**src/rtl/fsmf_pkg.sv**
```systemverilog
// Shared types and constants for the first substring match finder.
// Used by every module in this folder; depends on nothing.
package fsmf_pkg;

	localparam int HAY_W        = 8;
	localparam int LEN_W        = 5;
	localparam int NEEDLE_IDX_W = 4;
	localparam int NEEDLE_SLOTS = 1 << NEEDLE_IDX_W;
	localparam int POS_OUT_W    = 16;
	localparam int CFG_DATA_W   = 64;
	localparam int CFG_IDX_W    = 2;
	localparam int OUT_DATA_W   = 24;
	localparam int QUEUE_AW     = 2;
	localparam int QUEUE_DEPTH  = 1 << QUEUE_AW;

	localparam logic [CFG_IDX_W-1:0] REG_NEEDLE_LENGTH = 2'd0;
	localparam logic [CFG_IDX_W-1:0] REG_NEEDLE_LOW    = 2'd1;
	localparam logic [CFG_IDX_W-1:0] REG_NEEDLE_HIGH   = 2'd2;

	typedef struct packed {
		logic             is_last;
		logic [HAY_W-1:0] hay_byte;
	} item_t;

endpackage

```
**src/rtl/fsmf_cfg.sv**
```systemverilog
// Configuration registers and the needle lined up by window age.
// Depends on fsmf_pkg.
module fsmf_cfg #(
	parameter int MAX_NEEDLE = 16
) (
	input  logic                                   clk,
	input  logic                                   arst_n,
	input  logic                                   cfg_we,
	input  logic [fsmf_pkg::CFG_IDX_W-1:0]         cfg_index,
	input  logic [fsmf_pkg::CFG_DATA_W-1:0]        cfg_data,
	output logic [fsmf_pkg::LEN_W-1:0]             len_used,
	output logic [MAX_NEEDLE-1:0][fsmf_pkg::HAY_W-1:0] needle_aligned,
	output logic [MAX_NEEDLE-1:0]                  needle_mask
);
	import fsmf_pkg::*;

	logic [LEN_W-1:0]      length_q;
	logic [CFG_DATA_W-1:0] low_q;
	logic [CFG_DATA_W-1:0] high_q;

	logic [NEEDLE_SLOTS-1:0][HAY_W-1:0] bytes_c;
	logic [LEN_W-1:0]                   len_c;
	logic [MAX_NEEDLE-1:0][HAY_W-1:0]   aligned_c;
	logic [MAX_NEEDLE-1:0]              mask_c;

	logic [LEN_W-1:0]                   len_used_q;
	logic [MAX_NEEDLE-1:0][HAY_W-1:0]   aligned_q;
	logic [MAX_NEEDLE-1:0]              mask_q;

	always_ff @(posedge clk or negedge arst_n) begin
		if (!arst_n) begin
			length_q <= '0;
			low_q    <= '0;
			high_q   <= '0;
		end else if (cfg_we) begin
			unique case (cfg_index)
				REG_NEEDLE_LENGTH: length_q <= cfg_data[LEN_W-1:0];
				REG_NEEDLE_LOW:    low_q    <= cfg_data;
				REG_NEEDLE_HIGH:   high_q   <= cfg_data;
				default: ;
			endcase
		end
	end

	// Age a of the window is compared with needle byte len - 1 - a.
	always_comb begin
		logic [LEN_W-1:0] idx;
		bytes_c = {high_q, low_q};
		len_c   = (length_q > LEN_W'(MAX_NEEDLE)) ? LEN_W'(MAX_NEEDLE) : length_q;
		for (int a = 0; a < MAX_NEEDLE; a++) begin
			idx          = len_c - LEN_W'(a) - LEN_W'(1);
			mask_c[a]    = LEN_W'(a) < len_c;
			aligned_c[a] = bytes_c[idx[NEEDLE_IDX_W-1:0]];
		end
	end

	always_ff @(posedge clk or negedge arst_n) begin
		if (!arst_n) begin
			len_used_q <= '0;
			mask_q     <= '0;
		end else begin
			len_used_q <= len_c;
			mask_q     <= mask_c;
		end
	end

	always_ff @(posedge clk) begin
		aligned_q <= aligned_c;
	end

	assign len_used       = len_used_q;
	assign needle_aligned = aligned_q;
	assign needle_mask    = mask_q;

endmodule

```
**src/rtl/fsmf_front.sv**
```systemverilog
// Input side: accepts haystack bytes and queues them for the search stage.
// Depends on fsmf_pkg.
module fsmf_front (
	input  logic                      clk,
	input  logic                      arst_n,
	input  logic                      s_tvalid,
	output logic                      s_tready,
	input  logic [fsmf_pkg::HAY_W-1:0] s_tdata,
	input  logic                      s_tlast,
	output logic                      q_valid,
	output fsmf_pkg::item_t           q_item,
	input  logic                      q_pop
);
	import fsmf_pkg::*;

	item_t               mem_q [QUEUE_DEPTH];
	logic [QUEUE_AW-1:0] wr_ptr_q;
	logic [QUEUE_AW-1:0] rd_ptr_q;
	logic [QUEUE_AW:0]   count_q;
	logic                push;

	assign s_tready = count_q != (QUEUE_AW + 1)'(QUEUE_DEPTH);
	assign push     = s_tvalid && s_tready;
	assign q_valid  = count_q != '0;
	assign q_item   = mem_q[rd_ptr_q];

	always_ff @(posedge clk) begin
		if (push) begin
			mem_q[wr_ptr_q] <= '{is_last: s_tlast, hay_byte: s_tdata};
		end
	end

	always_ff @(posedge clk or negedge arst_n) begin
		if (!arst_n) begin
			wr_ptr_q <= '0;
			rd_ptr_q <= '0;
			count_q  <= '0;
		end else begin
			if (push) begin
				wr_ptr_q <= wr_ptr_q + QUEUE_AW'(1);
			end
			if (q_pop) begin
				rd_ptr_q <= rd_ptr_q + QUEUE_AW'(1);
			end
			if (push && !q_pop) begin
				count_q <= count_q + (QUEUE_AW + 1)'(1);
			end else if (!push && q_pop) begin
				count_q <= count_q - (QUEUE_AW + 1)'(1);
			end
		end
	end

endmodule

```
**src/rtl/fsmf_back.sv**
```systemverilog
// Search stage: byte window, position counter, needle compare, result register.
// Depends on fsmf_pkg.
module fsmf_back #(
	parameter int MAX_NEEDLE     = 16,
	parameter int POSITION_WIDTH = 16
) (
	input  logic                                   clk,
	input  logic                                   arst_n,
	input  logic                                   q_valid,
	input  fsmf_pkg::item_t                        q_item,
	output logic                                   q_pop,
	input  logic [fsmf_pkg::LEN_W-1:0]             len_used,
	input  logic [MAX_NEEDLE-1:0][fsmf_pkg::HAY_W-1:0] needle_aligned,
	input  logic [MAX_NEEDLE-1:0]                  needle_mask,
	output logic                                   m_tvalid,
	input  logic                                   m_tready,
	output logic [fsmf_pkg::OUT_DATA_W-1:0]        m_tdata
);
	import fsmf_pkg::*;

	localparam int SEEN_W = POSITION_WIDTH + 1;

	logic [MAX_NEEDLE-1:0][HAY_W-1:0] win_q;
	logic [SEEN_W-1:0]                seen_q;
	logic                             match_q;
	logic [POSITION_WIDTH-1:0]        first_q;
	logic                             out_valid_q;
	logic                             out_found_q;
	logic [POS_OUT_W-1:0]             out_pos_q;

	logic [MAX_NEEDLE-1:0][HAY_W-1:0] win_c;
	logic [SEEN_W-1:0]                seen_c;
	logic [SEEN_W-1:0]                start_c;
	logic                             win_match;
	logic                             hit;
	logic                             len_zero;
	logic [POSITION_WIDTH-1:0]        pos_c;
	logic [POSITION_WIDTH+POS_OUT_W-1:0] pos_ext;

	assign q_pop = q_valid && (!q_item.is_last || !out_valid_q || m_tready);

	always_comb begin
		win_c[0] = q_item.hay_byte;
		for (int a = 1; a < MAX_NEEDLE; a++) begin
			win_c[a] = win_q[a-1];
		end
		win_match = 1'b1;
		for (int a = 0; a < MAX_NEEDLE; a++) begin
			if (needle_mask[a] && (win_c[a] != needle_aligned[a])) begin
				win_match = 1'b0;
			end
		end
	end

	assign len_zero = len_used == '0;
	assign seen_c   = (&seen_q) ? seen_q : seen_q + SEEN_W'(1);
	assign start_c  = seen_c - SEEN_W'(len_used);
	assign hit      = !len_zero && !match_q && (seen_c >= SEEN_W'(len_used))
	                  && !start_c[POSITION_WIDTH] && win_match;
	assign pos_c    = len_zero ? '0 :
	                  match_q  ? first_q :
	                  hit      ? start_c[POSITION_WIDTH-1:0] : '0;
	assign pos_ext  = {{POS_OUT_W{1'b0}}, pos_c};

	always_ff @(posedge clk) begin
		if (q_pop) begin
			win_q <= win_c;
		end
		if (q_pop && hit) begin
			first_q <= start_c[POSITION_WIDTH-1:0];
		end
		if (q_pop && q_item.is_last) begin
			out_found_q <= len_zero || match_q || hit;
			out_pos_q   <= pos_ext[POS_OUT_W-1:0];
		end
	end

	always_ff @(posedge clk or negedge arst_n) begin
		if (!arst_n) begin
			seen_q      <= '0;
			match_q     <= 1'b0;
			out_valid_q <= 1'b0;
		end else begin
			if (q_pop) begin
				if (q_item.is_last) begin
					seen_q  <= '0;
					match_q <= 1'b0;
				end else begin
					seen_q  <= seen_c;
					match_q <= match_q || hit;
				end
			end
			if (q_pop && q_item.is_last) begin
				out_valid_q <= 1'b1;
			end else if (m_tready) begin
				out_valid_q <= 1'b0;
			end
		end
	end

	assign m_tvalid = out_valid_q;
	assign m_tdata  = {{(OUT_DATA_W - POS_OUT_W - 1){1'b0}}, out_pos_q, out_found_q};

endmodule

```
**src/rtl/first_substring_match_finder.sv**
```systemverilog
// Top level of the first substring match finder.
// Depends on fsmf_pkg, fsmf_cfg, fsmf_front and fsmf_back.
//
// Channel  Direction  Handshake          Content
// s        in         s_tvalid/s_tready  one haystack byte, s_tlast marks the last
// m        out        m_tvalid/m_tready  one result per haystack
// cfg      in         cfg_we             needle length and needle bytes
//
// One byte is taken per cycle while the input queue has room; the search stage also
// handles one byte per cycle but for the stall below. Each accepted byte waits in the
// four-entry input queue, and the search stage registers the result of a haystack
// on the edge at which it takes the last byte from that queue.
// Reset clears the configuration, the queue and the search state at once.
// A stalled result holds the search stage only when the next last byte arrives;
// the input queue keeps accepting until it is full.
module first_substring_match_finder #(
	parameter int MAX_NEEDLE     = 16,
	parameter int POSITION_WIDTH = 16
) (
	input  logic                             clk,
	input  logic                             arst_n,
	input  logic                             s_tvalid,
	output logic                             s_tready,
	input  logic [fsmf_pkg::HAY_W-1:0]       s_tdata,  // [7:0] hay_byte
	input  logic                             s_tlast,
	output logic                             m_tvalid,
	input  logic                             m_tready,
	output logic [fsmf_pkg::OUT_DATA_W-1:0]  m_tdata,  // [0] found, [16:1] match_position
	input  logic                             cfg_we,
	input  logic [fsmf_pkg::CFG_IDX_W-1:0]   cfg_index,
	input  logic [fsmf_pkg::CFG_DATA_W-1:0]  cfg_data
);
	import fsmf_pkg::*;

	logic                             q_valid;
	item_t                            q_item;
	logic                             q_pop;
	logic [LEN_W-1:0]                 len_used;
	logic [MAX_NEEDLE-1:0][HAY_W-1:0] needle_aligned;
	logic [MAX_NEEDLE-1:0]            needle_mask;

	fsmf_cfg #(
		.MAX_NEEDLE(MAX_NEEDLE)
	) u_cfg (
		.clk           (clk),
		.arst_n        (arst_n),
		.cfg_we        (cfg_we),
		.cfg_index     (cfg_index),
		.cfg_data      (cfg_data),
		.len_used      (len_used),
		.needle_aligned(needle_aligned),
		.needle_mask   (needle_mask)
	);

	fsmf_front u_front (
		.clk     (clk),
		.arst_n  (arst_n),
		.s_tvalid(s_tvalid),
		.s_tready(s_tready),
		.s_tdata (s_tdata),
		.s_tlast (s_tlast),
		.q_valid (q_valid),
		.q_item  (q_item),
		.q_pop   (q_pop)
	);

	fsmf_back #(
		.MAX_NEEDLE    (MAX_NEEDLE),
		.POSITION_WIDTH(POSITION_WIDTH)
	) u_back (
		.clk           (clk),
		.arst_n        (arst_n),
		.q_valid       (q_valid),
		.q_item        (q_item),
		.q_pop         (q_pop),
		.len_used      (len_used),
		.needle_aligned(needle_aligned),
		.needle_mask   (needle_mask),
		.m_tvalid      (m_tvalid),
		.m_tready      (m_tready),
		.m_tdata       (m_tdata)
	);

endmodule
```
**config.mk**
```make
export PLATFORM = sky130hd
export DESIGN_NAME = first_substring_match_finder
export DESIGN_NICKNAME = d
export VERILOG_FILES = /design/src/rtl/fsmf_pkg.sv /design/src/rtl/fsmf_cfg.sv /design/src/rtl/fsmf_front.sv /design/src/rtl/fsmf_back.sv /design/src/rtl/first_substring_match_finder.sv
export SDC_FILE = /design/constraint.sdc
export NUM_CORES = 1
export LEC_CHECK = 0
export BUFFER_PORTS_ARGS = -buffer_cell sky130_fd_sc_hd__buf_2
export CAP_MARGIN = 10
export CORE_AREA = 2 2 262 264
export CTS_CLUSTER_SIZE = 10
export DETAILED_ROUTE_END_ITERATION = 8
export DIE_AREA = 0 0 264 266
export PLACE_DENSITY = 0.58
export SYNTH_ARGS = -nofsm -noshare
export SYNTH_HDL_FRONTEND = slang
export SYNTH_HIERARCHICAL = 1
export SYNTH_SLANG_ARGS = --single-unit
```
**constraint.sdc**
```tcl
create_clock -name clk -period 6.8 [get_ports clk]
set_clock_uncertainty 0.2 [all_clocks]
set_input_delay 0 -clock clk [delete_from_list [all_inputs] [get_ports clk]]
set_output_delay 0 -clock clk [all_outputs]
set_load 0.05 [all_outputs]
```
==> out/qor.yml, run 1 <==
core_sq_um: 67750
synth_edf_count: 189
synth_common_cells: "232 x mux2i_1, 189 x edfxtp_1, 179 x dfrtp_1, 145 x mux4_2, 144 x xnor2_1"
min_path_type: "input port to flip-flop"
gp_congestion: 0.8762
die-area_sq_um: 70220
cts_tree: "built"
cts_max_path_buffers: 3
ioPinCount: 106
syn_area_sq_um: 24100
timing.final.ws_setup_ns: 1.329
gr-total-overflow: 0
cp-start-kind: "flip-flop"
worstPathRequired_ns: 6.84
drive_above_1_share: 0.2693
antenna_found_initial: 1
path_buf_inv: 3
yosysWarnings: 6
synth_top_area_share: 0.2355
ys.flop_type: "edfxtp_1"
cp_slowest_cell: "and2_1"
cts_made_buffers: 57
wirelength_microns: 67780
worstPathMaxFanout: 18
clockRootBuffer: "clkbuf_16"
synth.area.top_cells: "edfxtp_1 24%, dfrtp_1 19%, mux4_2 14%"
routedWlPerCell_microns: 24.34
vdd_drop_max_mv: 0.2686
instances_no_fill: 2784
grt_pass1_vias: 15460
clk_latency_ns: 0.61
htreeDepth: 2
status: "completed"
dp_slack_ns: 1.385
criticalPathCategory: "flip-flop to flip-flop"
leakage_nw: 11.14
crit_family: "simple AND/OR/NAND/NOR gates"
async_reset_ff_frac: 0.3609
wl_met1_microns: 29790
routed-wl-met2_microns: 32600
grt_first_pass_wirelength_microns: 101200
drc: 0
numClockSinks: 496
ant_nets: 0
fmax_mhz: 182.8
firstDrtPassIters: 7
hold_viol_final: 0
dr.first_iter.drc_count: 1100
finalSetupTns_ns: 0
rsz0062_at_grt: "no"
crit_arrival_ns: 5.51
dpl_cell_area_sq_um: 25450
dpl.hpwl_microns: 49670
dp.cells: 2533
total_power_w: 0.01346
fp.dieH_microns: 266
worst_slew_pin_slew_ns: 1.170
clkTransAtPathRegs_ns: 0.05
synthMostInstantiatedCell: "mux2i_1"
synth_seq_area_share: 0.5278
slowest_delay_ns: 0.65
grt_max_degree: 76
fillers: 6176
routed_via_density: 5.402
cts_setup_buffers: 0
finalInstanceArea_sq_um: 28630
synthToLayoutAreaGrowth_pct: 18.82
routed.top_layer: "met4"
finalCriticalPeriod_ns: 5.471
powerDensity_nw_per_um2: 470.0
wl_met3_microns: 3631
setup_viol_count_final: 0
avgSynthCellArea_sq_um: 14.88
portBuffers: 98
crit_chain: "ha_1 -> nand4_4 -> nor3_1 -> buf_4 -> nand2_1 -> buf_4 -> xnor2_1 -> ha_1 -> inv_1 -> fa_1 -> a21o_1 -> a21oi_1 -> o21ai_0 -> a21o_1 -> nand2b_1 -> or3_4 -> a21oi_4 -> and2_1"
start_util: 0.3557
fin_crit_sh: 0.8046
end_kind: "flip-flop"
slew_headroom: 0.2186
synth_seq_cells: 496
gr-usage-all-layers: 0.1937
final_nets: 1950
synth.distinct_cells: 74
yosys.area.top_type: "edfxtp_1"
syn_inst: 1619
via_count: 15040
report.final.slew_viol_count: 0
num_rows: 96
die_w_microns: 264
max-cap-violations: 0
[cells by family (layout without fill, tap and decap cells)]
logic type      after synthesis  in the layout  synth area share
compound gates              131            131           0.03728
xor+xnor                    164            164           0.06210
fa+ha+maj                    16             16          0.008931
buf+inv                     117            393           0.02430
flops                       496            496            0.5278
mux                         513            513            0.2956
other cells                   1              8         0.0001556
simple gates                181            181           0.04388
[tightest hold or removal path, stage by stage]
cell,delay [ns]
dlygate4sd3_1,0.54
buf_2,0.11
mux2_2,0.13
[routing by layer]
layer  up-vias  GRT usage
met1      7828     0.2669
met3        80    0.02643
met2       448     0.3176
met4         0    0.06096
met5         -          0
li1       6684          -
[registers in the layout (all words and copies together), names as in the netlist, 2 cells and up]
signal,cells
u_back/first_q,16
u_back/out_pos_q,16
u_back/seen_q,17
u_back/win_c,120
u_cfg/high_q,64
u_cfg/len_used,5
u_cfg/length_q,5
u_cfg/low_q,64
u_cfg/needle_aligned,128
u_cfg/needle_mask,15
u_front/count_q,3
u_front/mem_q,36
u_front/rd_ptr_q,2
u_front/wr_ptr_q,2
[worst paths after layout]
path                                         startpoint  slack [ns]                             end  depth (start not counted)
max in group asynchronous                        arst_n        5.24  u_cfg/needle_mask[8]$_DFF_PN0_                          4
min in group asynchronous                        arst_n        0.28      u_cfg/low_q[6]$_DFFE_PN0P_                          4
max reg2reg                u_back/seen_q[0]$_DFFE_PN0P_        1.33     u_back/first_q[2]$_DFFE_PP_                         18
max                        u_back/seen_q[0]$_DFFE_PN0P_        1.33     u_back/first_q[2]$_DFFE_PP_                         18
min                                         cfg_data[6]        0.02     u_cfg/high_q[6]$_DFFE_PN0P_                          3
min reg2reg                  u_back/win_c[25]$_DFFE_PP_        0.26      u_back/win_c[33]$_DFFE_PP_                          0
[stage by stage]
stage	hold WS [ns]	util
2_1_floorplan	-0.4956	-
3_3_place_gp	-0.2504	0.3757
3_5_place_dp	-0.2449	0.3757
4_1_cts	0.00006789	0.4226
5_1_grt	0.03112	0.4226
6_report	0.02108	0.4226
[repair_timing]
item / CTS / global route
endpoints found under the hold margin: 390 / 0
gates resized for setup: 0 / 0
hold buffers: 144 / 0
[cell type report]
type | instances | area (sq um) | share of cell area
tap | 882 | 1104 | 0.03854
clock buffer | 102 | 1668 | 0.05825
sequential | 496 | 12720 | 0.4442
multi-input combinational | 1012 | 10870 | 0.3796
inverter | 21 | 83.83 | 0.002928
clock inverter | 4 | 51.30 | 0.001792
timing repair buffer | 266 | 2136 | 0.07460
antenna | 1 | 2.502 | 0.00008740
[power by group]
part	leakage [nW]	switching [W]	internal [W]
logic	5.24	0.00294	0.00225
registers	5.08	0.000870	0.00452
clock network	0.819	0.00120	0.00168
total	11.1	0.00501	0.00845
[cells in the final DEF (no fill, tap or decap), drive strengths merged, types with 41 or more instances in the layout]
master,synthesis,layout
buf,64,123
clkbuf,32,102
dfrtp,179,179
dfxtp,128,128
dlygate4sd3,0,143
edfxtp,189,189
mux2,136,136
mux2i,232,232
mux4,145,145
nand4,41,41
xnor2,147,147
Note: power is estimated with default switching activity, not from simulation.
==> run 2: changes to the inputs <==
Settings changed: PLACE_DENSITY 0.58 to 0.6.
Clock period 6.8 ns to 4.8 ns, I/O delays scaled along.
==> run 2 against run 1 <==
Compared with the run above: non-clock buffer count increased by 13; combinational power increased by 44%; largest power group unchanged; die area unchanged; sequential cell count did not move; first-iteration DRC count is 9.1% higher; sequential share of layout area is 0.24 points lower; clock power up 40%; core utilization up 0.23 points; clock-buffer cell count rose by 2; via count down 0.33%; wire length decreased by 1.7%.
==> out/qor.yml, run 2 (synthesis results as in run 1) <==
gp_congestion: 0.8935
p_sw_frac: 0.3734
cp_slowest_cell: "dfrtp_1"
routed_via_density: 5.355
antenna_found_initial: 1
ant_nets: 0
gr-total-overflow: 0
p_comb_frac: 0.392
die-area_sq_um: 70220
worstPathMaxFanout: 16
grt_pass1_vias: 15540
p_sw_w: 0.007132
largest_reg_flops: 128
end_kind: "flip-flop"
final_common_cell: "mux2i_1"
dpl.hpwl_microns: 49380
crit_cells: 16
multi_input_area_sq_um: 10890
fillers: 6187
start_util: 0.3557
slew_headroom: 0.2218
ioPinCount: 106
fmax_mhz: 221.2
firstDrtPassIters: 5
numClockSinks: 496
synthToLayoutAreaGrowth_pct: 19.46
final_cell_mix: "232 x mux2i_1, 189 x edfxtp_1, 179 x dfrtp_1, 145 x mux4_2, 144 x dlygate4sd3_1"
cts_tree: "built"
hold_viol_final: 0
drive_above_1_share: 0.2761
path_buf_inv: 1
wirelength_microns: 66640
final_util: 0.4249
status: "completed"
rr_worst_depth: 16
via_count: 14990
vdd_drop_max_mv: 0.3719
powerDensity_nw_per_um2: 663.4
seqCellArea_sq_um: 12720
max-cap-violations: 0
slowest_delay_ns: 0.44
crit_family: "simple AND/OR/NAND/NOR gates"
min_path_type: "input port to flip-flop"
finalCriticalPeriod_ns: 4.522
leakage_nw: 11.24
portBuffers: 98
intPower_w: 0.01197
htreeDepth: 2
setup_viol_count_final: 0
gr-usage-all-layers: 0.1911
crit_arrival_ns: 4.62
worstPathRequired_ns: 4.90
rsz0062_at_grt: "no"
clkPwrFrac: 0.211
cts_setup_buffers: 0
routedWlPerCell_microns: 23.81
drc: 0
power.share.sequential: 0.397
clkTransAtPathRegs_ns: 0.07
num_rows: 96
final_nets: 1963
clk_latency_ns: 0.62
clockRootBuffer: "clkbuf_16"
grt_max_degree: 130
fin_crit_sh: 0.9420
report.final.slew_viol_count: 0
die_w_microns: 264
worst_slew_pin_slew_ns: 1.166
hold_depth: 3
fp.dieH_microns: 266
cts_max_path_buffers: 3
cts_made_buffers: 57
finalSetupTns_ns: 0
cp-start-kind: "flip-flop"
core_sq_um: 67750
crit_chain: "and4_1 -> nand2_1 -> nor2_1 -> nand2_1 -> xnor2_1 -> ha_1 -> inv_1 -> fa_1 -> a21o_1 -> a21oi_1 -> o21ai_0 -> a21o_1 -> nand2b_1 -> or3_4 -> a21oi_4 -> and2_4"
criticalPathCategory: "flip-flop to flip-flop"
dr.first_iter.drc_count: 1200
grt_first_pass_wirelength_microns: 100200
## run 2: changes by cell type in the layout (fill, tap and decap cells not counted), sizes merged
cell         delta
clkbuf          +2
buf            +12
inv             -1
clkinv          +2
bufinv          -1
dlygate4sd3     +1
## run 2: cell type report
| cell class | instances | share of cell area |
|---|---|---|
| clock inverter | 4 | 0.001608 |
| antenna | 1 | 0.00008693 |
| sequential | 496 | 0.4418 |
| tap | 882 | 0.03834 |
| multi-input combinational | 1012 | 0.3781 |
| timing repair buffer | 279 | 0.07898 |
| inverter | 21 | 0.002956 |
| clock buffer | 104 | 0.05811 |
## run 2: final timing paths
check	slack, ns	endpoint	from
worst max register to register	0.28	u_back/first_q[11]$_DFFE_PP_	u_back/seen_q[12]$_DFFE_PN0P_
min in group asynchronous	0.26	u_cfg/low_q[63]$_DFFE_PN0P_	arst_n
max in group asynchronous	3.35	u_front/wr_ptr_q[1]$_DFFE_PN0P_	arst_n
worst min register to register	0.26	u_back/win_c[34]$_DFFE_PP_	u_back/win_c[26]$_DFFE_PP_
worst max-delay path	0.28	u_back/first_q[11]$_DFFE_PP_	u_back/seen_q[12]$_DFFE_PN0P_
worst min-delay path	0.005	u_cfg/low_q[50]$_DFFE_PN0P_	cfg_data[50]
## run 2: power by group through the flow
stage               Clock (W)  Sequential (W)  Combinational (W)
floorplan                   0         0.00742            0.00495
global placement            0         0.00761            0.00725
detailed placement          0         0.00765            0.00735
CTS                   0.00412         0.00759            0.00747
global route          0.00431         0.00775            0.00789
finish                0.00403         0.00758            0.00749
## run 2: tightest hold or removal path, stage by stage
cell           delay (ns)
dlygate4sd3_1        0.53
buf_2                0.13
mux2_2               0.14
## run 2: repair_timing
item                       in CTS  in global routing
hold endpoints to repair      405                  0
setup endpoints to repair       0                 16
hold buffers                  145                  0
resized for setup               0                  1
## run 2: per-layer routing
layer / track usage / part of all wire / vias up
li1: - / - / 6685
met1: 0.2610 / 0.43 / 7766
met2: 0.3137 / 0.48 / 439
met3: 0.02708 / 0.056 / 100
met4: 0.06404 / 0.033 / 0
met5: 0 / 0 / -
## run 2: stage by stage
stage / worst slack, ns / total power (W) / cell area (sq um) / hold slack, ns / std cells
3_5_place_dp: 0.2267 / 0.01500 / 25590 / -0.2198 / 2545
5_1_grt: 0.008829 / 0.01995 / 28780 / 0.02159 / 2798
2_1_floorplan: 0.02443 / 0.01237 / 24140 / -0.4956 / 1625
6_report: 0.2782 / 0.01910 / 28790 / 0.005111 / 2799
3_3_place_gp: 0.3061 / 0.01487 / 25590 / -0.2380 / 2545
4_1_cts: 0.2097 / 0.01917 / 28780 / 0.001294 / 2798
==> run 3: changes to the inputs <==
Settings changed: PLACE_DENSITY 0.6 to 0.58.
Clock period 4.8 ns to 4.2 ns, I/O delays scaled along.
==> run 3 against run 2 <==
Compared with the run above: clock-buffer cell count shrank 7; non-clock buffer count up 24; global-route usage increased by 0.19 points; core utilization increased by 0.36 points; hold slack better by 0.021 ns; sequential cell count unchanged; maximum frequency grew 16%.
==> out/qor.yml, run 3 (synthesis results as in run 1) <==
crit_top_cell: "a21o_1"
gr-usage-all-layers: 0.1930
core_sq_um: 67750
worstPathRequired_ns: 4.31
firstDrtPassIters: 5
fp.dieH_microns: 266
max-cap-violations: 0
gp_congestion: 0.8873
cts_tree: "built"
fillers: 6179
via_count: 15120
setup_viol_count_final: 0
grt_pass1_vias: 15640
dr.first_iter.drc_count: 1074
powerDensity_nw_per_um2: 754.6
total_power_w: 0.02191
worst_slew_pin_slew_ns: 1.170
cp_slowest_cell: "dfrtp_1"
r2r-end: "u_back/first_q[2]$_DFFE_PP_"
clkTransAtPathRegs_ns: 0.06
finalInstanceArea_sq_um: 29030
die_w_microns: 264
slew_headroom: 0.2187
worst-r2r-setup-slack_ns: 0.29
portBuffers: 98
vdd_drop_max_mv: 0.3908
criticalPathCategory: "flip-flop to flip-flop"
crit_family: "simple AND/OR/NAND/NOR gates"
status: "completed"
crit_chain: "and4_1 -> nand2_1 -> nor2_1 -> nand2_2 -> buf_4 -> nand3_1 -> o21a_1 -> ha_1 -> a21o_1 -> a21oi_2 -> o21ai_1 -> a21o_1 -> nand2b_4 -> or3_4 -> a21oi_4 -> and2_4"
final_nets: 1987
final_cell_mix: "232 x mux2i_1, 189 x edfxtp_1, 178 x dfrtp_1, 147 x dlygate4sd3_1, 145 x mux4_2"
instances_no_fill: 2819
worstPathMaxFanout: 16
hp-start: "cfg_data[21]"
gr-total-overflow: 0
cts_max_path_buffers: 3
hold_viol_final: 0
final_util: 0.4285
rr_worst_depth: 16
ant_nets: 0
numClockSinks: 496
path_buf_inv: 1
routedWlPerCell_microns: 23.97
drc: 0
cts_made_buffers: 57
final_common_cell: "mux2i_1"
cp-start-kind: "flip-flop"
start_util: 0.3557
diodes: 0
worstSetupStartpoint: "u_back/seen_q[12]$_DFFE_PN0P_"
crit_arrival_ns: 4.02
grt_first_pass_wirelength_microns: 101100
clockRootBuffer: "clkbuf_16"
fin_crit_sh: 0.9321
min_path_type: "input port to flip-flop"
wirelength_microns: 67580
dpl.hpwl_microns: 50190
ioPinCount: 106
clk_latency_ns: 0.62
htreeDepth: 2
largest_reg_flops: 128
report.final.slew_viol_count: 0
dp.cells: 2566
slowest_delay_ns: 0.44
synthToLayoutAreaGrowth_pct: 20.47
fmax_mhz: 255.4
grt_max_degree: 88
finalSetupTns_ns: 0
die-area_sq_um: 70220
finalCriticalPeriod_ns: 3.915
regToRegStartpoint: "u_back/seen_q[12]$_DFFE_PN0P_"
num_rows: 96
routed_via_density: 5.363
leakage_nw: 11.35
drive_above_1_share: 0.2896
hold_depth: 3
antenna_found_initial: 1
end_kind: "flip-flop"
whs_endpoint: "u_cfg/low_q[21]$_DFFE_PN0P_"
dpl_cell_area_sq_um: 25840
run 3: report_power, final:
part / leakage [nW] / switching (W) / internal (W) / total [W]
clock: 0.798 / 0.00195 / 0.00261 / 0.00455
sequential: 5.08 / 0.00134 / 0.00731 / 0.00865
combinational: 5.47 / 0.00490 / 0.00380 / 0.00870
run 3: through the flow:
step	setup WS, ns	hold WS (ns)
6_report	0.2851	0.02590
5_1_grt	-0.01833	0.02923
4_1_cts	0.1501	0.001246
3_3_place_gp	0.1825	-0.07810
2_1_floorplan	-0.08672	-0.4956
3_5_place_dp	0.1712	-0.06725
run 3: timing repair:
item	CTS	global route
endpoints found under the setup margin	0	18
setup buffers	0	0
hold endpoints to repair	406	0
resized for setup	0	3
hold buffers	148	0
run 3: worst max-delay path by stage:
stage,cells past startpoint,end,slack (ns)
final,16,u_back/first_q[2]$_DFFE_PP_,0.29
after CTS,16,u_back/first_q[0]$_DFFE_PP_,0.15
after global routing,15,u_back/out_pos_q[15]$_SDFFCE_PP0P_,-0.02
after floorplan,18,u_back/first_q[0]$_DFFE_PP_,-0.09
after detailed placement,16,u_back/first_q[15]$_DFFE_PP_,0.17
after global placement,16,u_back/first_q[15]$_DFFE_PP_,0.18
run 3: per-layer routing:
metal,share of wire,track usage
met5,0,0
met4,0.027,0.05759
met3,0.042,0.02144
met2,0.49,0.3254
met1,0.44,0.2629
run 3: final cells by class:
type | count | area (sq um) | share of cell area
Timing Repair Buffer | 303 | 2499 | 0.08607
Inverter | 21 | 85.08 | 0.002931
Sequential cell | 496 | 12720 | 0.4381
Clock buffer | 97 | 1587 | 0.05465
Multi-Input combinational cell | 1012 | 10950 | 0.3770
Clock inverter | 8 | 92.59 | 0.003189
Tap cell | 882 | 1104 | 0.03801
run 3: tightest hold or removal path, stage by stage:
cell           delay [ns]
dlygate4sd3_1        0.51
buf_2                0.15
mux2_2               0.15
